<file path="src/sv/dle_pkg.sv">
package dle_pkg;

  localparam int DataW   = 16;
  localparam int RowsMax = 64;
  localparam int ColsMax = 64;
  localparam int AddrW   = 12;
  localparam int DimW    = 7;
  localparam int VecW    = 6;
  localparam int ProdW   = 2 * DataW;
  localparam int AccW    = 40;
  localparam int WDepth  = RowsMax * ColsMax;
  localparam int CfgIdxW = 2;

  typedef enum logic [2:0] {
    OP_WRITE = 3'd0,
    OP_ADD   = 3'd1,
    OP_FWD   = 3'd2,
    OP_BWD   = 3'd3,
    OP_OUTER = 3'd4
  } op_e;

  localparam logic [CfgIdxW-1:0] CFG_ROWS = 2'd0;
  localparam logic [CfgIdxW-1:0] CFG_COLS = 2'd1;

  typedef enum logic [2:0] {
    ST_IDLE = 3'b001,
    ST_ADD  = 3'b010,
    ST_RUN  = 3'b100
  } state_e;

  typedef enum logic [1:0] {
    MODE_FWD   = 2'd0,
    MODE_BWD   = 2'd1,
    MODE_OUTER = 2'd2
  } mode_e;

  // per-term tag that rides along the multiply-accumulate pipeline
  typedef struct packed {
    logic             valid;
    logic             first;
    logic             term_last;
    logic             res_last;
    logic [AddrW-1:0] res_idx;
    logic             use_g;
    logic             use_grad;
  } tag_t;

  typedef struct packed {
    tag_t             tag;
    logic [AddrW-1:0] waddr;
    logic [VecW-1:0]  vaddr;
  } iss_t;

  typedef struct packed {
    logic w_wr;
    logic in_wr;
    logic grad_wr;
    logic add_wr;
  } ctl_t;

endpackage

</file>
<file path="src/sv/dle_mac.sv">
module dle_mac (
  input  logic                         clk_i,
  input  logic                         rst_ni,
  input  dle_pkg::tag_t                tag_i,
  input  logic signed [dle_pkg::DataW-1:0] a_i,
  input  logic signed [dle_pkg::DataW-1:0] b_i,
  output logic                         busy_o,
  output logic                         res_valid_o,
  output logic [dle_pkg::AccW-1:0]     result_o,
  output logic [dle_pkg::AddrW-1:0]    res_idx_o,
  output logic                         last_o
);
  import dle_pkg::*;

  tag_t                    tag_q;
  logic signed [ProdW-1:0] p_q;
  logic [AccW-1:0]         acc_q;
  logic [AccW-1:0]         sum_d;
  logic                    res_valid_q;
  logic [AccW-1:0]         result_q;
  logic [AddrW-1:0]        res_idx_q;
  logic                    last_q;

  always_ff @(posedge clk_i or negedge rst_ni) begin
    if (!rst_ni) begin
      tag_q       <= '0;
      res_valid_q <= 1'b0;
    end else begin
      tag_q       <= tag_i;
      res_valid_q <= tag_q.valid & tag_q.term_last;
    end
  end

  assign sum_d = (tag_q.first ? '0 : acc_q) + AccW'(p_q);

  always_ff @(posedge clk_i) begin
    p_q <= a_i * b_i;
    if (tag_q.valid) begin
      acc_q <= sum_d;
    end
    if (tag_q.valid & tag_q.term_last) begin
      result_q  <= sum_d;
      res_idx_q <= tag_q.res_idx;
      last_q    <= tag_q.res_last;
    end
  end

  assign busy_o      = tag_q.valid;
  assign res_valid_o = res_valid_q;
  assign result_o    = result_q;
  assign res_idx_o   = res_idx_q;
  assign last_o      = last_q;

endmodule

</file>
<file path="config.mk">
export PLATFORM = sky130hd
export DESIGN_NAME = dle_mac
export DESIGN_NICKNAME = d
export VERILOG_FILES = /design/src/sv/dle_pkg.sv /design/src/sv/dle_mac.sv
export SDC_FILE = /design/constraint.sdc
export NUM_CORES = 1
export LEC_CHECK = 0
export ABC_AREA = 1
export BUFFER_PORTS_ARGS = -buffer_cell sky130_fd_sc_hd__buf_2
export CAP_MARGIN = 5
export CORE_ASPECT_RATIO = 1.75
export CORE_UTILIZATION = 30
export DETAILED_ROUTE_END_ITERATION = 8
export GPL_TIMING_DRIVEN = 0
export SYNTH_ARGS = -nofsm -noshare
export SYNTH_HDL_FRONTEND = slang
export SYNTH_SLANG_ARGS = --single-unit
</file>
<file path="constraint.sdc">
create_clock -name clk_i -period 7 [get_ports clk_i]
set_input_delay 1.4 -clock clk_i [delete_from_list [all_inputs] [get_ports clk_i]]
set_output_delay 1.4 -clock clk_i [all_outputs]
set_load 0.1 [all_outputs]
</file>
---- Word level (Yosys, flattened, before mapping) ----
Index checks and enable logic that the tools add are counted.
cells by class
  bitwise logic cells ..................... 1
  $add $sub $neg .......................... 1
  multiply operators ...................... 1
  mux-type cells .......................... 1
operator list
  cell                                            count
  40-bit adder                                    1
  40-bit 2-to-1 mux                               1
  16-bit by 16-bit multiplier with 32-bit output  1
  1-bit bitwise AND                               1
storage, ports and cells
  bits in registers ....................... 142

---- Depth between registers and ports, before layout ----
Gate-level depths: netlist of the first run.
  depth in word-level cells ............... 2
  mapped depth ............................ 26
  gate-level depth less buffers ........... 24

---- Least setup slack after synthesis of the first run ----
Ideal clock, no wire load.
  path kind ............................... input-to-reg
  start ................................... input port b_i[5] in the netlist's numbering
  end ..................................... register p_q[29]
  required time ........................... 6.888 ns
  path slack .............................. 0.516 ns
  arrival time ............................ 6.371 ns
  cell stages on the path ................. 20
  cells stage by stage .................... clkbuf_1 > clkbuf_1 > nand2_1 > fa_1 > inv_1 > fa_1 > inv_1 > fa_1 > fa_1 > fa_1 > fa_1 > inv_1 > ha_1 > a21oi_1 > a21boi_0 > nand2_1 > a21oi_1 > nand2_1 > nand2_1 > nand2_1
between the ends
  word-level cells in the longest chain between the ends .. 1
RTL lines
  item                                            line           text
  from (decl)                                     dle_mac.sv:6   input logic signed [dle_pkg::DataW-1:0] b_i,
  16-bit by 16-bit multiplier with 32-bit output  dle_mac.sv:37  p_q <= a_i * b_i;
  to (signal assigned)                            dle_mac.sv:37
  to (decl)                                       dle_mac.sv:16  logic signed [ProdW-1:0] p_q;
No other way between the ends.
A chain may end at the register's enable or synchronous reset.

---- Final worst setup path of the first run ----
  start ................................... input port b_i[11] in the netlist's numbering
  end ..................................... register p_q[31]
The elaborated chain is that of the path after synthesis.

==> flow_summary.toml, run 1 <==
[sta]
clock.fmax_mhz = 147
fin_ws_ns = 0.188
min_period_over_period_pct = 97.3
setup_violations = 0
finClkSkew_ns = 0.00845
drv_slew = 0
period_needed_ns = 6.81
hold_violations = 0
tightest_slew_ns = 0.652
slew-limit-headroom_pct = 56.6

[critical_path]
worstPathRequired_ns = 7.26
critical_path_class = "input pin to flop"
critPathLaunchType = "input pin"
cp_max_fo = 10
cp-end-kind = "flop"
arrival_ns = 7.07

[placed_design]
dp_hpwl_mm = 44.4
dp_slack_ns = -0.729
post_dp_cell_area_sq_um = 19600
globalplace.congestion = 0.940
io_buffers = 77

[hold_path]
worstHoldPathType = "flop to flop"

[die]
die_area_sq_um = 61700
rows = 119
ioPinCount = 107
die_w_microns = 188
die_y_microns = 328
core_sq_um = 60200
start_util_pct = 30.3

[route]
wl_per_cell_microns = 16.0
drtIter0Drc = 759
wirelength_mm = 51.9
antenna_left = 0
drc_errors = 0
avgViaCountPerCell = 4.46
first_pass_iters = 6
num_vias = 14500

[synth]
ys_types = 33
synth_cells = 2352
yosysWarnings = 0
syn_nets = 2788
seq_area_frac_synth_pct = 21.2
postSynthAreaPerCell_sq_um = 7.74
syn_area_sq_um = 18200
synth_seq_cells = 142

[layout]
fill_cells = 6547
antennaDiodeCount = 0
drive_gt1_share_pct = 8.97
postLayoutCellArea_sq_um = 20300
layout_commonest_cell = "nand2_1"
fin_nets = 2886
layout_common_cells = "689 x nand2_1, 652 x inv_1, 262 x fa_1"
syn2layout_area_growth_pct = 11.7

[cts]
clock_sinks = 142
clk_path_buf_depth = 2
clk_latency_ns = 0.43
cts_root_buffer = "clkbuf_16"
cts_buffers = 17
clk_pin_slew_ns = 0.06
htreeDepth = 4
ctsHoldBuffers = 0
cts_tree = "done"

[global_route]
grt_max_degree = 36
grt_antenna_before_repair = 0
grt_pass1_vias = 15300
grt_first_pass_wirelength_mm = 81.6
grt_usage_pct = 17.5
grt-ovfl-total = 0

[status]
status = "completed"

[job]
maxCapViolCount = 0
## state kept, by name (all words and copies together), names as in the netlist
signal and flops:
last_o 1, result_o 40, res_idx_o 12, p_q 32, acc_q 40, busy_o 1
tag_q 15, res_valid_o 1
## worst paths after layout
check | startpoint | endpoint | slack, ns | cells past startpoint
min in group asynchronous | rst_ni | res_valid_o | 0.87 | 1
min | tag_q[11] | res_idx_o[9] | 0.42 | 0
max in group asynchronous | rst_ni | busy_o | 5.84 | 1
min reg2reg | tag_q[11] | res_idx_o[9] | 0.42 | 0
max | b_i[11] | p_q[31] | 0.19 | 20
max reg2reg | tag_q[16] | acc_q[18] | 3.47 | 17
## kinds of logic after synthesis
group	Yosys count	share of synthesized area (%)
and+or+nand+nor	981	22.2
buffers and inverters	720	14.8
adders and majority gates	384	37.2
DFF	142	21.2
AOI/OAI and AO/OA	83	2.51
xor gates and xnor gates	42	2.02
## layout make-up
type / instances / area, sq um / area share [%]
Sequential cell: 142 / 3860 / 19.0
Clock inverter: 11 / 166 / 0.818
Inverter: 657 / 2470 / 12.1
Buffer: 60 / 279 / 1.37
Timing Repair Buffer: 82 / 448 / 2.20
Tap cell: 786 / 983 / 4.84
Multi-Input combinational cell: 1490 / 11600 / 57.3
Clock buffer: 21 / 482 / 2.37
## Yosys cell counts (all sizes together)
cell / number / area (sq um)
a21boi: 2 / 15.0
a21o: 2 / 15.0
a21oi: 53 / 280
and2: 1 / 6.26
buf: 2 / 7.51
clkbuf: 61 / 229
clkinv: 3 / 11.3
dfrtp: 17 / 425
dfxtp: 32 / 641
edfxtp: 93 / 2790
fa: 263 / 5270
ha: 121 / 1510
inv: 654 / 2450
nand2: 714 / 2740
nand3: 68 / 375
nand3b: 2 / 15.0
nand4: 22 / 138
nor2: 161 / 684
nor3: 8 / 50.1
o21ai: 19 / 95.1
o21bai: 7 / 52.6
or2: 5 / 31.3
xnor2: 10 / 87.6
xor2: 32 / 280
## stage by stage
stage               TNS [ns]  utilization [%]  cells  hold slack [ns]
floorplan                  0                -   2352            0.401
global placement       -7.13             32.5   3215            0.401
detailed placement     -7.18             32.6   3217            0.407
CTS                        0             33.7   3248            0.422
global route         -0.0167             33.8   3249            0.426
finish                     0             33.8   3249            0.420
## what timing repair did
action                     CTS  global route
setup endpoints to repair    8            16
buffers inserted             0             3
gates resized for setup      7            71
pin swaps                    0             1
## metal layers
metal  GRT usage, %  up-vias  part of all wire [%]
met5              0        -                     0
met4           12.2        0                   7.2
met3           1.32      147                   3.4
met2           33.9      427                    54
met1           17.5     6914                    36
li1               -     7017                     -
## worst max-delay path, stage by stage
cell and delay [ns]:
buf_1 0.43, clkbuf_2 0.39, nand2_1 0.13, fa_1 0.51, inv_1 0.05, fa_1 0.52
fa_1 0.57, fa_1 0.47, fa_1 0.49, inv_1 0.05, fa_1 0.47, inv_1 0.04
ha_1 0.38, nand2_1 0.15, o21ai_0 0.40, o21bai_1 0.13, nand3_1 0.18, inv_1 0.06
nand2_1 0.06, nand2_1 0.17
Power of run 1 is left out: the tool's default activity adds up to more than one toggle a clock period on the data nets, which glitch-free logic cannot reach.
==> inputs of run 2 (changes only) <==
Settings changed: PLACE_DENSITY from default to 0.5.
==> run 2 against run 1 <==
Fmax down 0.44%. Non-clock buffer count down 1. Final area down 0.18%. Cell count about the same. Setup slack worse by 0.030 ns. Critical path depth unchanged. Global-route usage up 1.6 points. Core utilization down 0.060 points. Flip-flop and latch count unchanged. Count of clock-buffer cells in the layout down 3. Die area unchanged. Critical path type unchanged. Critical endpoint is now p_q[23]. Highest routed layer unchanged.
==> flow_summary.toml, run 2 (synthesis results as in run 1) <==
[placed_design]
io_buffers = 77
dp_hpwl_mm = 48.2
globalplace.congestion = 0.957

[route]
avgViaCountPerCell = 4.46
wl_per_cell_microns = 17.3
wirelength_mm = 56.2
num_vias = 14500
drtIter0Drc = 636
antenna_left = 0
drc_errors = 0
first_pass_iters = 8

[layout]
drive_gt1_share_pct = 9.14
syn2layout_area_growth_pct = 11.5
fill_cells = 6518
layout_common_cells = "689 x nand2_1, 652 x inv_1, 260 x fa_1"
antennaDiodeCount = 0
layout_commonest_cell = "nand2_1"
fin_nets = 2885
multi_input_area_sq_um = 11700
seqCellArea_sq_um = 3860

[sta]
clock.fmax_mhz = 146
min_period_over_period_pct = 97.7
setup_violations = 0
rsz0062_at_grt = "true"
tightest_slew_ns = 0.639
finClkSkew_ns = 0.0152
period_needed_ns = 6.84
tns_ns = 0
slew-limit-headroom_pct = 57.4
hold-worst-slack_ns = 0.420
drv_slew = 0
hold_violations = 0

[global_route]
grt_max_degree = 34
grt-ovfl-total = 0
grt_usage_pct = 19.1
grt_antenna_before_repair = 0
grt_first_pass_wirelength_mm = 88.6
grt_pass1_vias = 16000

[die]
die_w_microns = 188
die_y_microns = 328
rows = 119
die_area_sq_um = 61700
start_util_pct = 30.3
ioPinCount = 107
core_sq_um = 60200

[critical_path]
crit_top_cell = "fa_1"
cp-end-kind = "flop"
critPathLaunchType = "input pin"
path_cells = "clkbuf_1 > clkbuf_2 > nand2_1 > fa_1 > inv_1 > fa_1 > fa_1 > fa_1 > fa_1 > inv_1 > fa_1 > inv_1 > ha_1 > nand2_1 > nor2_1 > inv_1 > nor2_1 > nand4_1 > nand3_1 > xor2_1"
worstPathRequired_ns = 7.34
arrival_ns = 7.18
crit_slowest_cell = "fa_1"
critical_path_class = "input pin to flop"
slowest_delay_ns = 0.60
cp_max_fo = 10

[cts]
clk_pin_slew_ns = 0.06
cts_setup_buffers = 0
cts_tree = "done"
clock_sinks = 142
cts_root_buffer = "clkbuf_16"
cts_buffers = 17
htreeDepth = 4
clk_latency_ns = 0.44
clk_path_buf_depth = 2

[hold_path]
worstHoldPathType = "flop to flop"

[status]
status = "completed"

[job]
maxCapViolCount = 0
run 2: cell count changes in the layout (fill, tap and decap cells not counted), moves of 2 or more:
cell	delta
a21oi_1	-2
a21oi_2	+2
buf_4	-2
bufinv_16	-2
clkbuf_8	-2
fa_1	-2
fa_2	+2
inv_8	+3
run 2: cell type report:
type | instances | share of cell area (%)
Buffer | 62 | 1.42
Clock buffer | 18 | 2.22
Clock inverter | 14 | 0.795
Inverter | 657 | 12.1
Multi-Input combinational cell | 1490 | 57.5
Sequential cell | 142 | 19.0
Tap cell | 786 | 4.84
Timing Repair Buffer | 79 | 2.10
run 2: per-stage QoR:
step | cell area, sq um | worst slack [ns] | utilization, % | cells
after floorplan | 18200 | 0.516 | - | 2352
after global placement | 19600 | -0.821 | 32.5 | 3215
after detailed placement | 19600 | -0.788 | 32.6 | 3217
after CTS | 20300 | 0.0124 | 33.7 | 3249
after global routing | 20300 | -0.000154 | 33.7 | 3248
final | 20300 | 0.158 | 33.7 | 3248
run 2: path summary, 6_finish.rpt:
kind / cells past startpoint / start / slack [ns] / to
max in group asynchronous: 1 / rst_ni / 5.84 / busy_o
min in group asynchronous: 1 / rst_ni / 0.87 / tag_q[14]
min: 0 / tag_q[10] / 0.42 / res_idx_o[8]
max: 20 / a_i[11] / 0.16 / p_q[23]
min reg2reg: 0 / tag_q[10] / 0.42 / res_idx_o[8]
max reg2reg: 17 / tag_q[16] / 3.31 / acc_q[18]
run 2: layer usage:
layer  track usage [%]  part of all wire [%]
met2              39.1                    57
met4              10.6                   5.9
met5                 0                     0
met1              18.3                    33
met3              1.72                   3.9
run 2: timing repair:
action                     CTS  global route
hold buffers                 0             0
resized for setup           24            47
pin swaps                    0             1
setup endpoints to repair    9            13
run 2: critical path, delay by kind of cell:
| family | cells | cell delay [ns] |
|---|---|---|
| buffers and inverters | 6 | 0.97 |
| XOR/XNOR | 1 | 0.25 |
| AND/OR/NAND/NOR | 6 | 1.03 |
| adder cells (fa/ha/maj) | 7 | 3.52 |
Power of run 2 is left out for the same reason.
