**src/sv/dle_pkg.sv**
```systemverilog
package dle_pkg;

  localparam int DataW   = 16;
  localparam int RowsMax = 64;
  localparam int ColsMax = 64;
  localparam int AddrW   = 12;
  localparam int DimW    = 7;
  localparam int VecW    = 6;
  localparam int ProdW   = 2 * DataW;
  localparam int AccW    = 40;
  localparam int WDepth  = RowsMax * ColsMax;
  localparam int CfgIdxW = 2;

  typedef enum logic [2:0] {
    OP_WRITE = 3'd0,
    OP_ADD   = 3'd1,
    OP_FWD   = 3'd2,
    OP_BWD   = 3'd3,
    OP_OUTER = 3'd4
  } op_e;

  localparam logic [CfgIdxW-1:0] CFG_ROWS = 2'd0;
  localparam logic [CfgIdxW-1:0] CFG_COLS = 2'd1;

  typedef enum logic [2:0] {
    ST_IDLE = 3'b001,
    ST_ADD  = 3'b010,
    ST_RUN  = 3'b100
  } state_e;

  typedef enum logic [1:0] {
    MODE_FWD   = 2'd0,
    MODE_BWD   = 2'd1,
    MODE_OUTER = 2'd2
  } mode_e;

  // per-term tag that rides along the multiply-accumulate pipeline
  typedef struct packed {
    logic             valid;
    logic             first;
    logic             term_last;
    logic             res_last;
    logic [AddrW-1:0] res_idx;
    logic             use_g;
    logic             use_grad;
  } tag_t;

  typedef struct packed {
    tag_t             tag;
    logic [AddrW-1:0] waddr;
    logic [VecW-1:0]  vaddr;
  } iss_t;

  typedef struct packed {
    logic w_wr;
    logic in_wr;
    logic grad_wr;
    logic add_wr;
  } ctl_t;

endpackage

```
**src/sv/dle_seq.sv**
```systemverilog
module dle_seq (
  input  logic                        clk_i,
  input  logic                        rst_ni,
  input  logic                        accept_i,
  input  logic [2:0]                  opcode_i,
  input  logic [dle_pkg::AddrW-1:0]   index_i,
  input  logic [dle_pkg::DimW-1:0]    rows_i,
  input  logic [dle_pkg::DimW-1:0]    cols_i,
  output dle_pkg::ctl_t               ctl_o,
  output dle_pkg::iss_t               iss_o,
  output logic                        busy_o
);
  import dle_pkg::*;

  state_e           state_q, state_d;
  mode_e            mode_q, mode_d;
  logic [VecW-1:0]  outer_q, outer_d;
  logic [VecW-1:0]  inner_q, inner_d;
  logic [AddrW-1:0] addr_q, addr_d;
  logic             start;
  mode_e            start_mode;
  logic             in_cols, in_rows;
  logic [DimW-1:0]  n_inner, n_outer;
  logic             inner_end, outer_end;
  logic [AddrW:0]   outer_base;
  op_e              op;

  assign op      = op_e'(opcode_i);
  assign in_cols = index_i < AddrW'(cols_i);
  assign in_rows = index_i < AddrW'(rows_i);
  assign outer_base = (AddrW+1)'(index_i[VecW-1:0]) * (AddrW+1)'(cols_i);

  always_comb begin
    ctl_o      = '0;
    start      = 1'b0;
    start_mode = MODE_FWD;
    if (accept_i) begin
      case (op)
        OP_WRITE: ctl_o.w_wr = 1'b1;
        OP_ADD:   ;
        OP_FWD: begin
          if (in_cols) begin
            ctl_o.in_wr = 1'b1;
            start       = index_i == AddrW'(cols_i - 1'b1);
          end
        end
        OP_BWD: begin
          if (in_rows) begin
            ctl_o.grad_wr = 1'b1;
            start         = index_i == AddrW'(rows_i - 1'b1);
            start_mode    = MODE_BWD;
          end
        end
        OP_OUTER: begin
          start      = in_rows;
          start_mode = MODE_OUTER;
        end
        default: ;
      endcase
    end
    ctl_o.add_wr = state_q == ST_ADD;
  end

  always_comb begin
    case (mode_q)
      MODE_FWD: begin
        n_inner = cols_i;
        n_outer = rows_i;
      end
      MODE_BWD: begin
        n_inner = rows_i;
        n_outer = cols_i;
      end
      default: begin
        n_inner = cols_i;
        n_outer = DimW'(1);
      end
    endcase
  end

  assign inner_end = {1'b0, inner_q} == n_inner - 1'b1;
  assign outer_end = {1'b0, outer_q} == n_outer - 1'b1;

  always_comb begin
    iss_o                = '0;
    iss_o.tag.valid      = state_q == ST_RUN;
    iss_o.tag.first      = (mode_q == MODE_OUTER) | (inner_q == '0);
    iss_o.tag.term_last  = (mode_q == MODE_OUTER) | inner_end;
    iss_o.tag.res_last   = (mode_q == MODE_OUTER) ? inner_end : outer_end;
    iss_o.tag.res_idx    = (mode_q == MODE_OUTER) ? addr_q : AddrW'(outer_q);
    iss_o.tag.use_g      = mode_q == MODE_OUTER;
    iss_o.tag.use_grad   = mode_q == MODE_BWD;
    iss_o.waddr          = addr_q;
    iss_o.vaddr          = inner_q;
  end

  always_comb begin
    state_d = state_q;
    mode_d  = mode_q;
    outer_d = outer_q;
    inner_d = inner_q;
    addr_d  = addr_q;
    case (state_q)
      ST_IDLE: begin
        if (accept_i && op == OP_ADD) begin
          state_d = ST_ADD;
        end else if (start) begin
          state_d = ST_RUN;
          mode_d  = start_mode;
          outer_d = '0;
          inner_d = '0;
          addr_d  = (start_mode == MODE_OUTER) ? outer_base[AddrW-1:0] : '0;
        end
      end
      ST_ADD: state_d = ST_IDLE;
      ST_RUN: begin
        if (inner_end) begin
          inner_d = '0;
          if (outer_end) begin
            state_d = ST_IDLE;
          end else begin
            outer_d = outer_q + 1'b1;
          end
          // transposed walk restarts at the top of the next column
          addr_d = (mode_q == MODE_BWD) ? AddrW'(outer_q) + 1'b1 : addr_q + 1'b1;
        end else begin
          inner_d = inner_q + 1'b1;
          addr_d  = (mode_q == MODE_BWD) ? addr_q + AddrW'(cols_i) : addr_q + 1'b1;
        end
      end
      default: state_d = ST_IDLE;
    endcase
  end

  always_ff @(posedge clk_i or negedge rst_ni) begin
    if (!rst_ni) begin
      state_q <= ST_IDLE;
      mode_q  <= MODE_FWD;
      outer_q <= '0;
      inner_q <= '0;
      addr_q  <= '0;
    end else begin
      state_q <= state_d;
      mode_q  <= mode_d;
      outer_q <= outer_d;
      inner_q <= inner_d;
      addr_q  <= addr_d;
    end
  end

  assign busy_o = state_q != ST_IDLE;

endmodule

```
**config.mk**
```make
export PLATFORM = sky130hd
export DESIGN_NAME = dle_seq
export DESIGN_NICKNAME = d
export VERILOG_FILES = /design/src/sv/dle_pkg.sv /design/src/sv/dle_seq.sv
export SDC_FILE = /design/constraint.sdc
export NUM_CORES = 1
export LEC_CHECK = 0
export ABC_CLOCK_PERIOD_IN_PS = 4340
export BUFFER_PORTS_ARGS = -buffer_cell sky130_fd_sc_hd__buf_2
export CORE_ASPECT_RATIO = 0.6
export CORE_UTILIZATION = 25
export CTS_CLUSTER_DIAMETER = 100
export DETAILED_ROUTE_END_ITERATION = 16
export GPL_TIMING_DRIVEN = 0
export MAX_ROUTING_LAYER = met4
export PLACE_DENSITY_LB_ADDON = 0.05
export SLEW_MARGIN = 10
export SYNTH_ARGS = -nofsm -noshare
export SYNTH_HDL_FRONTEND = slang
export SYNTH_SLANG_ARGS = --single-unit
```
**constraint.sdc**
```tcl
create_clock -name clk_i -period 4.34 [get_ports clk_i]
set_clock_uncertainty 0.05 [all_clocks]
set_input_delay 0.651 -clock clk_i [delete_from_list [all_inputs] [get_ports clk_i]]
set_output_delay 0.651 -clock clk_i [all_outputs]
set_load 0.05 [all_outputs]
```
After elaboration in Yosys (flattened, before gate mapping)
Index checks and enable logic that the tools add are counted.
{ "totals": {"ff_bits": 29, "in_bits": 32, "output_inout_bits": 41} }
{ "classes": {"add_sub_neg": 9, "n_mul": 1, "magnitude_cmp": 2, "eq_ne": 21, "muxes": 36, "bitwise": 3, "n_reduce_logical": 9} }
{ "ops": {"columns": ["cell", "count"], "rows": [
  ["2-to-1 mux 12 bit", 7],
  ["2-to-1 mux 6 bit", 5],
  ["equality test 12 bit", 2],
  ["less-than comparator 12 x 7 -> 1 bit", 2],
  ["case mux 12 bit (2 select lines)", 1],
  ["case mux 6 bit (2 select lines)", 2],
  ["subtractor 7 x 1 -> 8 bit (second input constant)", 2],
  ["2-to-1 mux 3 bit", 5],
  ["equality test 6 x 7 -> 1 bit", 2],
  ["case mux 7 bit (2 select lines)", 1],
  ["subtractor 7 x 1 -> 7 bit (second input constant)", 2],
  ["adder 12 x 1 -> 12 bit (second input constant)", 1],
  ["adder 12 x 7 -> 12 bit", 1],
  ["adder 6 x 1 -> 6 bit (second input constant)", 2],
  ["multiplier 6 x 7 -> 12 bit", 1],
  ["2-to-1 mux 1 bit", 10],
  ["equality test 3 x 2 -> 1 bit (second input constant)", 3],
  ["AND reduction 3 bit", 3],
  ["adder 6 x 1 -> 7 bit (second input constant)", 1],
  ["2-to-1 mux 7 bit", 1],
  ["equality test 3 x 1 -> 1 bit (second input constant)", 2],
  ["equality test 3 bit (second input constant)", 2],
  ["zero test 6 bit", 1],
  ["inequality test 2 bit (second input constant)", 3],
  ["other kinds (16)", 19]
]} }

Longest topological paths before layout
Gate-level depths: netlist of run 1.
{ "depth": {"word_depth": 9, "ltp_mapped": 17, "ltp_nobuf": 16} }

Least setup slack after synthesis of run 1
No wires, ideal clock.
{ "synth_timing": {"kind": "input to register", "startpoint": "input index_i[5] in the netlist's numbering", "endpoint": "register addr_q[9]", "arrival_ns": 4.041, "required_ns": 4.169, "path_slack_ns": 0.127, "cell_stages": 15, "path_buffers": 1, "path_cell_list": "clkbuf_1 -> nand2_1 -> fa_1 -> fa_1 -> fa_1 -> inv_1 -> ha_1 -> a21o_1 -> a21oi_1 -> o21ai_0 -> nor2_1 -> xnor2_1 -> a22oi_1 -> o41ai_1 -> a22o_1"} }
{ "synth_via": {"elab_chain_len": 9, "word_cells_on_any_way": 19} }
{ "synth_lines": {"columns": ["item", "line_no", "source"], "rows": [
  ["start: declaration", "dle_seq.sv:6", "input logic [dle_pkg::AddrW-1:0] index_i,"],
  ["branches (longest 9 deep; another with multiplier 6 x 7 -> 12 bit)", null, null],
  ["end signal: assignment", "dle_seq.sv:147", "addr_q <= addr_d;"],
  ["end: declaration", "dle_seq.sv:19", "logic [AddrW-1:0] addr_q, addr_d;"]
]} }
Parallel ways; which one is timed is not known. The select of a mux whose other input is x is not followed.
A chain may end at the register's enable or synchronous reset.

Worst setup path in the final report of run 1
{ "layout_timing": {"startpoint": "input cols_i[2] in the netlist's numbering", "endpoint": "register addr_q[8]"} }
{ "layout_via": {"elab_chain_len": 7, "word_cells_on_any_way": 19} }
{ "layout_lines": {"columns": ["item", "line_no", "source"], "rows": [
  ["start: declaration", "dle_seq.sv:8", "input logic [dle_pkg::DimW-1:0] cols_i,"],
  ["branches (longest 7 deep; another with multiplier 6 x 7 -> 12 bit)", null, null]
]} }
Parallel ways; which one is timed is not known. The select of a mux whose other input is x is not followed.

==> reports/metrics.cfg, run 1 <==
[status]
status = finished clean

[detailed_routing]
vias = 5016
drcViolationCount = 0
drt-total-wl_um = 19400
wl_per_cell_um = 19.5
drt-initial-drc-count = 380
via_per_inst = 5.06
drt_pre_antenna_iters = 5
ant_nets = 0

[logic_synthesis]
netlist_instances = 644
synth_nets = 752
syn_area_per_cell_um2 = 8.08
ys_warn_count = 0
synth_cell_type_count = 67
ys_ff_latch = 29
synth_most_common_cell = ha_1
yosysSeqAreaShare = 0.140
synth_top_area_share = 0.135
syn_area_um2 = 5200
synthTopCellsByArea = dfrtp_1 13%, ha_1 13%, fa_1 8.1%
synth_ff_type = dfrtp_1
synth_area_leader_cell = dfrtp_1
ys_top_cells_by_count = 55 x ha_1, 47 x inv_1, 42 x nand2_1, 42 x nor2_1, 34 x and2_1
synth_edf_count = 0
async_reset_ff_frac = 1.00

[global_routing]
grt_usage = 0.194
grt_pass1_vias = 5001
grt_pass1_wl_um = 30500
grt-ovfl-total = 0
grt_max_degree = 30
antenna_found_initial = 0

[cts]
numCtsBuffers = 5
cts_buffer_depth = 2
cts.clk_slew.worst_paths_ps = 60
cts_sinks = 29
cts_hold_buf = 0
clk_latency_ps = 280
cts_root_buf = clkbuf_16
htree_levels = 2
cts_tree = done

[critical_path]
start_kind = input pin
crit_path_max_fanout = 10
critPathKind = input pin to register
cp_slowest_cell = fa_1
crit_arrival_ps = 4240
slowest_delay_ps = 550
setup.worst_path.end_class = register
cp_common_cell = fa_1
path_cells = buf_2, buf_6, and2_1, fa_1, inv_1, fa_1, fa_1, inv_1, ha_1, nand2_1, o21ai_1, nor2_1, xnor2_1, a22oi_1, o31ai_1, a22o_1
required_ps = 4460

[timing]
fmax_mhz = 242
tightest_slew_ps = 1060
whs_ps = 392
relSlewSlack = 0.295
period_share = 0.950
fin_ws_ps = 216
drv_slew = 0
finalHoldViolations = 0
setup_viol = 0
period_minus_slack_ps = 4120

[flow_run]
max_cap_viol_count = 0

[placement]
port_buffers = 70
gp_congestion = 0.862
dpl.hpwl_um = 16200
place_ws_ps = -838

[finish]
syn_to_final_growth_pct = 17.7
drive_gt1_frac = 0.184
final_core_util = 0.303
antenna_cells = 0
fin_nets = 825
nFillCells = 2247

[floorplanning]
num_rows = 40
coreArea_um2 = 20200
io-pin-count = 73
dieArea_um2 = 21400
floorplan.initialDensity = 0.257
die_w_um = 188
fp.dieH_um = 114

[hold_path]
hold_class = input pin to asynchronous set/reset pin

[power_and_ir_drop]
p_total_mw = 1.21
power.leakage_nw = 3.01
power_density_nw_per_um2 = 198
ir_worst_vdd_v = 0.000172

-- layer usage --
metal,vias up,track usage,wire [um]
li1,2430,-,-
met1,2477,0.298,10800
met2,107,0.276,7840
met3,2,0.0252,722
met4,0,0.0130,24
met5,-,-,0
-- power breakdown --
| group | switching [mW] | leakage (nW) | internal, mW | total (mW) |
|---|---|---|---|---|
| sequential | 0.00648 | 0.386 | 0.274 | 0.280 |
| combinational | 0.339 | 2.56 | 0.242 | 0.581 |
| clock | 0.142 | 0.0706 | 0.211 | 0.353 |
-- through the flow --
step / cell area (um^2) / std cells / setup TNS [ps]
5_1_grt: 6120 / 991 / -0.726
2_1_floorplan: 5200 / 644 / 0
3_5_place_dp: 5890 / 987 / -3570
6_report: 6120 / 991 / 0
4_1_cts: 6040 / 990 / 0
3_3_place_gp: 5890 / 987 / -3820
-- worst max-delay path, delay by kind of cell --
family,cells,cell delay [ps]
AO/OA/AOI/OAI,4,740
XOR/XNOR,1,140
adder cells (fa/ha/maj),4,1930
buffers and inverters,4,430
AND/OR/NAND/NOR,3,340
-- cells by family (layout without fill, tap and decap cells) --
family	Yosys count	after routing	synth area share
AO/OA/AOI/OAI	135	135	0.177
XOR/XNOR	49	49	0.0854
adder cells (fa/ha/maj)	76	76	0.213
buffers and inverters	86	160	0.0709
flip-flops	29	29	0.140
multiplexers	35	35	0.0702
AND/OR/NAND/NOR	234	234	0.243
-- cells in the final DEF, fill, tap and decap left out, types with 7 or more instances in the layout --
master / n
buf_2: 73
ha_1: 54
inv_1: 47
nand2_1: 41
nor2_1: 40
and2_1: 34
xnor2_1: 32
dfrtp_1: 28
a21oi_1: 25
mux2i_1: 23
fa_1: 21
o21ai_0: 20
nand3_1: 19
nand2b_1: 18
xor2_1: 16
and3_1: 15
nor3_1: 14
clkbuf_1: 13
mux2_2: 12
a21o_1: 11
nor2b_1: 9
a211oi_1: 8
nor4_1: 7
and4_1: 7
-- worst paths after layout --
kind | start | end | slack, ps | cells after the start
setup / recovery | cols_i[2] | addr_q[8]$_DFFE_PN0P_ | 220 | 16
hold / removal | rst_ni | outer_q[2]$_DFFE_PN0P_ | 390 | 1
setup reg to reg | mode_q[0]$_DFFE_PN0P_ | state_q[0]$_DFFE_PN1P_ | 930 | 14
hold reg to reg | state_q[0]$_DFFE_PN1P_ | state_q[1]$_DFFE_PN0P_ | 500 | 2
max in group asynchronous | rst_ni | addr_q[9]$_DFFE_PN0P_ | 3370 | 1
min in group clk_i | state_q[0]$_DFFE_PN1P_ | state_q[1]$_DFFE_PN0P_ | 500 | 2
-- flip-flops by register name, indices dropped and copies added (netlist names) --
signal / count
addr_q: 12
inner_q: 6
mode_q: 2
outer_q: 6
state_q: 3
-- repair_timing --
action | in CTS | in global routing
setup endpoints to repair | 7 | 5
pin swaps | 1 | 7
buffers inserted | 0 | 1
resized for setup | 9 | 27
-- area by class of cell --
cell class                      instances  area, um^2  area share
Tap cell                              273         342      0.0558
Buffer                                 32         201      0.0329
Multi-Input combinational cell        529        4160       0.680
Timing Repair Buffer                   71         368      0.0601
Clock buffer                            6         129      0.0211
Clock inverter                          2        10.0     0.00164
Inverter                               49         184      0.0300
Sequential cell                        29         727       0.119
Power figures use the tool's default switching activity.
==> inputs of run 2 (changes only) <==
Settings changed: ABC_AREA set to 1, ABC_CLOCK_PERIOD_IN_PS 4340 to 4600, CORE_MARGIN set to 2.
Clock period 4.34 ns to 4.6 ns, I/O delays scaled along.
==> reports/metrics.cfg, run 2 <==
[status]
status = finished clean  ; unchanged

[cts]
clk_latency_ps = 290  ; was 280 ps
htree_levels = 2  ; unchanged
numCtsBuffers = 5  ; unchanged
cts_root_buf = clkbuf_16  ; unchanged
cts_buffer_depth = 2  ; unchanged
post-cts-setup-buffers = 0  ; unchanged
cts_sinks = 29  ; unchanged
cts_resized = 0  ; was 9
cts_hold_buf = 0  ; unchanged
cts_tree = done  ; unchanged
cts.clk_slew.worst_paths_ps = 60  ; about the same

[detailed_routing]
drcViolationCount = 0  ; unchanged
ant_nets = 0  ; unchanged
drt-total-wl_um = 21100  ; was 19400 um
drt_pre_antenna_iters = 5  ; unchanged
via_per_inst = 4.48  ; was 5.06
vias = 6082  ; was 5016
wl_per_cell_um = 15.5  ; was 19.5 um
drt-initial-drc-count = 403  ; was 380

[floorplanning]
die_w_um = 199  ; was 188 um
floorplan.initialDensity = 0.256  ; was 0.257
io-pin-count = 73  ; unchanged
fp.dieH_um = 121  ; was 114 um
num_rows = 42  ; was 40
dieArea_um2 = 24000  ; was 21400 um^2
coreArea_um2 = 22200  ; was 20200 um^2

[timing]
finalHoldViolations = 0  ; unchanged
tightest_slew_ps = 761  ; was 1060 ps
fin_setup_tns_ps = 0  ; unchanged
period_share = 0.926
drv_slew = 0  ; unchanged
setup_viol = 0  ; unchanged
rsz0062_at_grt = false
fin_ws_ps = 343  ; was 216 ps
period_minus_slack_ps = 4260
fmax_mhz = 235
relSlewSlack = 0.492  ; was 0.295

[logic_synthesis]
ys_warn_count = 0  ; unchanged
synth_ff_type = dfrtp_1  ; unchanged
synth_top_area_share = 0.232  ; was 0.135
synth_nets = 1079  ; was 752
async_reset_ff_frac = 1.00  ; unchanged
synth_area_leader_cell = nand2_1  ; was dfrtp_1
synth_edf_count = 0  ; unchanged
ys_top_cells_by_count = 351 x nand2_1, 154 x inv_1, 94 x nand3_1  ; was 55 x ha_1, 47 x inv_1, 42 x nand2_1, 42 x nor2_1, 34 x and2_1
yosysSeqAreaShare = 0.128  ; was 0.140
ys_ff_latch = 29  ; unchanged
netlist_instances = 971  ; was 644
syn_area_per_cell_um2 = 5.85  ; was 8.08 um^2
synth_most_common_cell = nand2_1  ; was ha_1
syn_area_um2 = 5680  ; was 5200 um^2
synth_cell_type_count = 41  ; was 67
synthTopCellsByArea = nand2_1 23%, dfrtp_1 12%, ha_1 12%  ; was dfrtp_1 13%, ha_1 13%, fa_1 8.1%

[finish]
fin_nets = 1158  ; was 825
top_regs = addr_q x12, inner_q x6, outer_q x6  ; unchanged
largest_register = addr_q  ; unchanged
syn_to_final_growth_pct = 15.8  ; was 17.7%
final_common_cell = nand2_1  ; was buf_2
nFillCells = 2607  ; was 2247
drive_gt1_frac = 0.119  ; was 0.184
largest_reg_flops = 12  ; unchanged
final_cell_mix = 351 x nand2_1, 154 x inv_1, 94 x nand3_1  ; was 73 x buf_2, 54 x ha_1, 47 x inv_1
antenna_cells = 0  ; unchanged

[global_routing]
grt_usage = 0.189  ; was 0.194
grt_pass1_vias = 5861  ; was 5001
grt_max_degree = 30  ; unchanged
antenna_found_initial = 0  ; unchanged
grt_pass1_wl_um = 33800  ; was 30500 um
grt-ovfl-total = 0  ; unchanged

[critical_path]
path_cells = buf_2, clkbuf_1, nand2_1, inv_1, fa_1, inv_1, fa_1, fa_1, inv_1, ha_1, a21oi_1, o21bai_1, a21oi_1, o21bai_1, or2_2, nand3_1, nand2_1, nand2_1, nand2_1  ; was buf_2, buf_6, and2_1, fa_1, inv_1, fa_1, fa_1, inv_1, ha_1, nand2_1, o21ai_1, nor2_1, xnor2_1, a22oi_1, o31ai_1, a22o_1
cp_common_cell = nand2_1  ; was fa_1
crit_path_max_fanout = 10  ; unchanged
required_ps = 4740  ; was 4460 ps
cp_slowest_cell = fa_1  ; unchanged
critPathKind = input pin to register  ; unchanged
setup.worst_path.end_class = register  ; unchanged
slowest_delay_ps = 540  ; was 550 ps
critPathBufInv = 5  ; was 4
start_kind = input pin  ; unchanged
crit_arrival_ps = 4400  ; was 4240 ps
critPathTopFamily = adder cells  ; unchanged

[placement]
gp_congestion = 0.802  ; was 0.862
dpl.hpwl_um = 17400  ; was 16200 um
place_ws_ps = -32.3  ; was -838 ps
port_buffers = 72  ; was 70

[hold_path]
hold_class = input pin to asynchronous set/reset pin  ; unchanged

[flow_run]
max_cap_viol_count = 0  ; unchanged

[power_and_ir_drop]
power.leakage_nw = 3.89  ; was 3.01 nW
ir_worst_vdd_v = 0.000120  ; was 0.000172 V
power_density_nw_per_um2 = 183  ; was 198 nW/um^2

[run 2: final timing paths]
path,from,end,slack (ps),cells past startpoint
setup / recovery,index_i[2],addr_q[9]$_DFFE_PN0P_,340,19
hold / removal,rst_ni,addr_q[8]$_DFFE_PN0P_,400,1
setup reg to reg,mode_q[0]$_DFFE_PN0P_,outer_q[0]$_DFFE_PN0P_,1730,16
hold reg to reg,addr_q[10]$_DFFE_PN0P_,addr_q[10]$_DFFE_PN0P_,490,2
max in group asynchronous,rst_ni,inner_q[3]$_DFFE_PN0P_,3590,1
min in group clk_i,addr_q[10]$_DFFE_PN0P_,addr_q[10]$_DFFE_PN0P_,490,2
[run 2: final cells by class]
class | count | area [um^2] | area share
inverter | 157 | 592 | 0.0899
buffer | 31 | 174 | 0.0264
timing repair buffer | 72 | 360 | 0.0548
tap | 308 | 385 | 0.0586
sequential | 29 | 727 | 0.110
multi-input combinational | 754 | 4190 | 0.637
clock inverter | 2 | 13.8 | 0.00209
clock buffer | 6 | 139 | 0.0211
[run 2: cells by family after synthesis]
logic type | Yosys count | synth area share
DFF | 29 | 0.128
buffers and inverters | 188 | 0.135
AOI/OAI and AO/OA | 87 | 0.0863
xor gates and xnor gates | 23 | 0.0355
and+or+nand+nor | 568 | 0.420
adders and majority gates | 76 | 0.195
[run 2: metal layers]
layer	global-route usage	share of wire	vias to the layer above
li1	-	-	3183
met1	0.299	0.58	2773
met2	0.261	0.38	118
met3	0.0237	0.033	8
met4	0.0145	0.0055	0
met5	-	0	-
[run 2: power by group]
part,leakage (nW),switching [mW],internal (mW)
Clock,0.0768,0.148,0.216
Sequential,0.400,0.0108,0.267
Combinational,3.42,0.369,0.195
[run 2: per-stage QoR]
step | power, mW | std cells | util | instance area, um^2 | hold WS, ps
CTS | 1.22 | 1359 | 0.297 | 6580 | 448
global route | 1.32 | 1359 | 0.297 | 6580 | 475
global placement | 0.856 | 1351 | 0.290 | 6430 | 481
detailed placement | 0.847 | 1351 | 0.290 | 6430 | 481
floorplan | 0.689 | 971 | - | 5680 | 344
finish | 1.21 | 1359 | 0.297 | 6580 | 399
[run 2: worst reg2reg max path, stage by stage (launching register included)]
cell and delay [ps]:
dfrtp_1 370, buf_6 150, nor2_1 360, nand2_1 200, nand2_2 160, ha_1 230
nand3_1 150, o21ai_0 250, nand2_1 80, nand2_1 60, nand2_1 50, nand3_1 110
nor2_2 70, o21ai_4 230, nand2_4 110, nand2_1 70, nand2_1 60
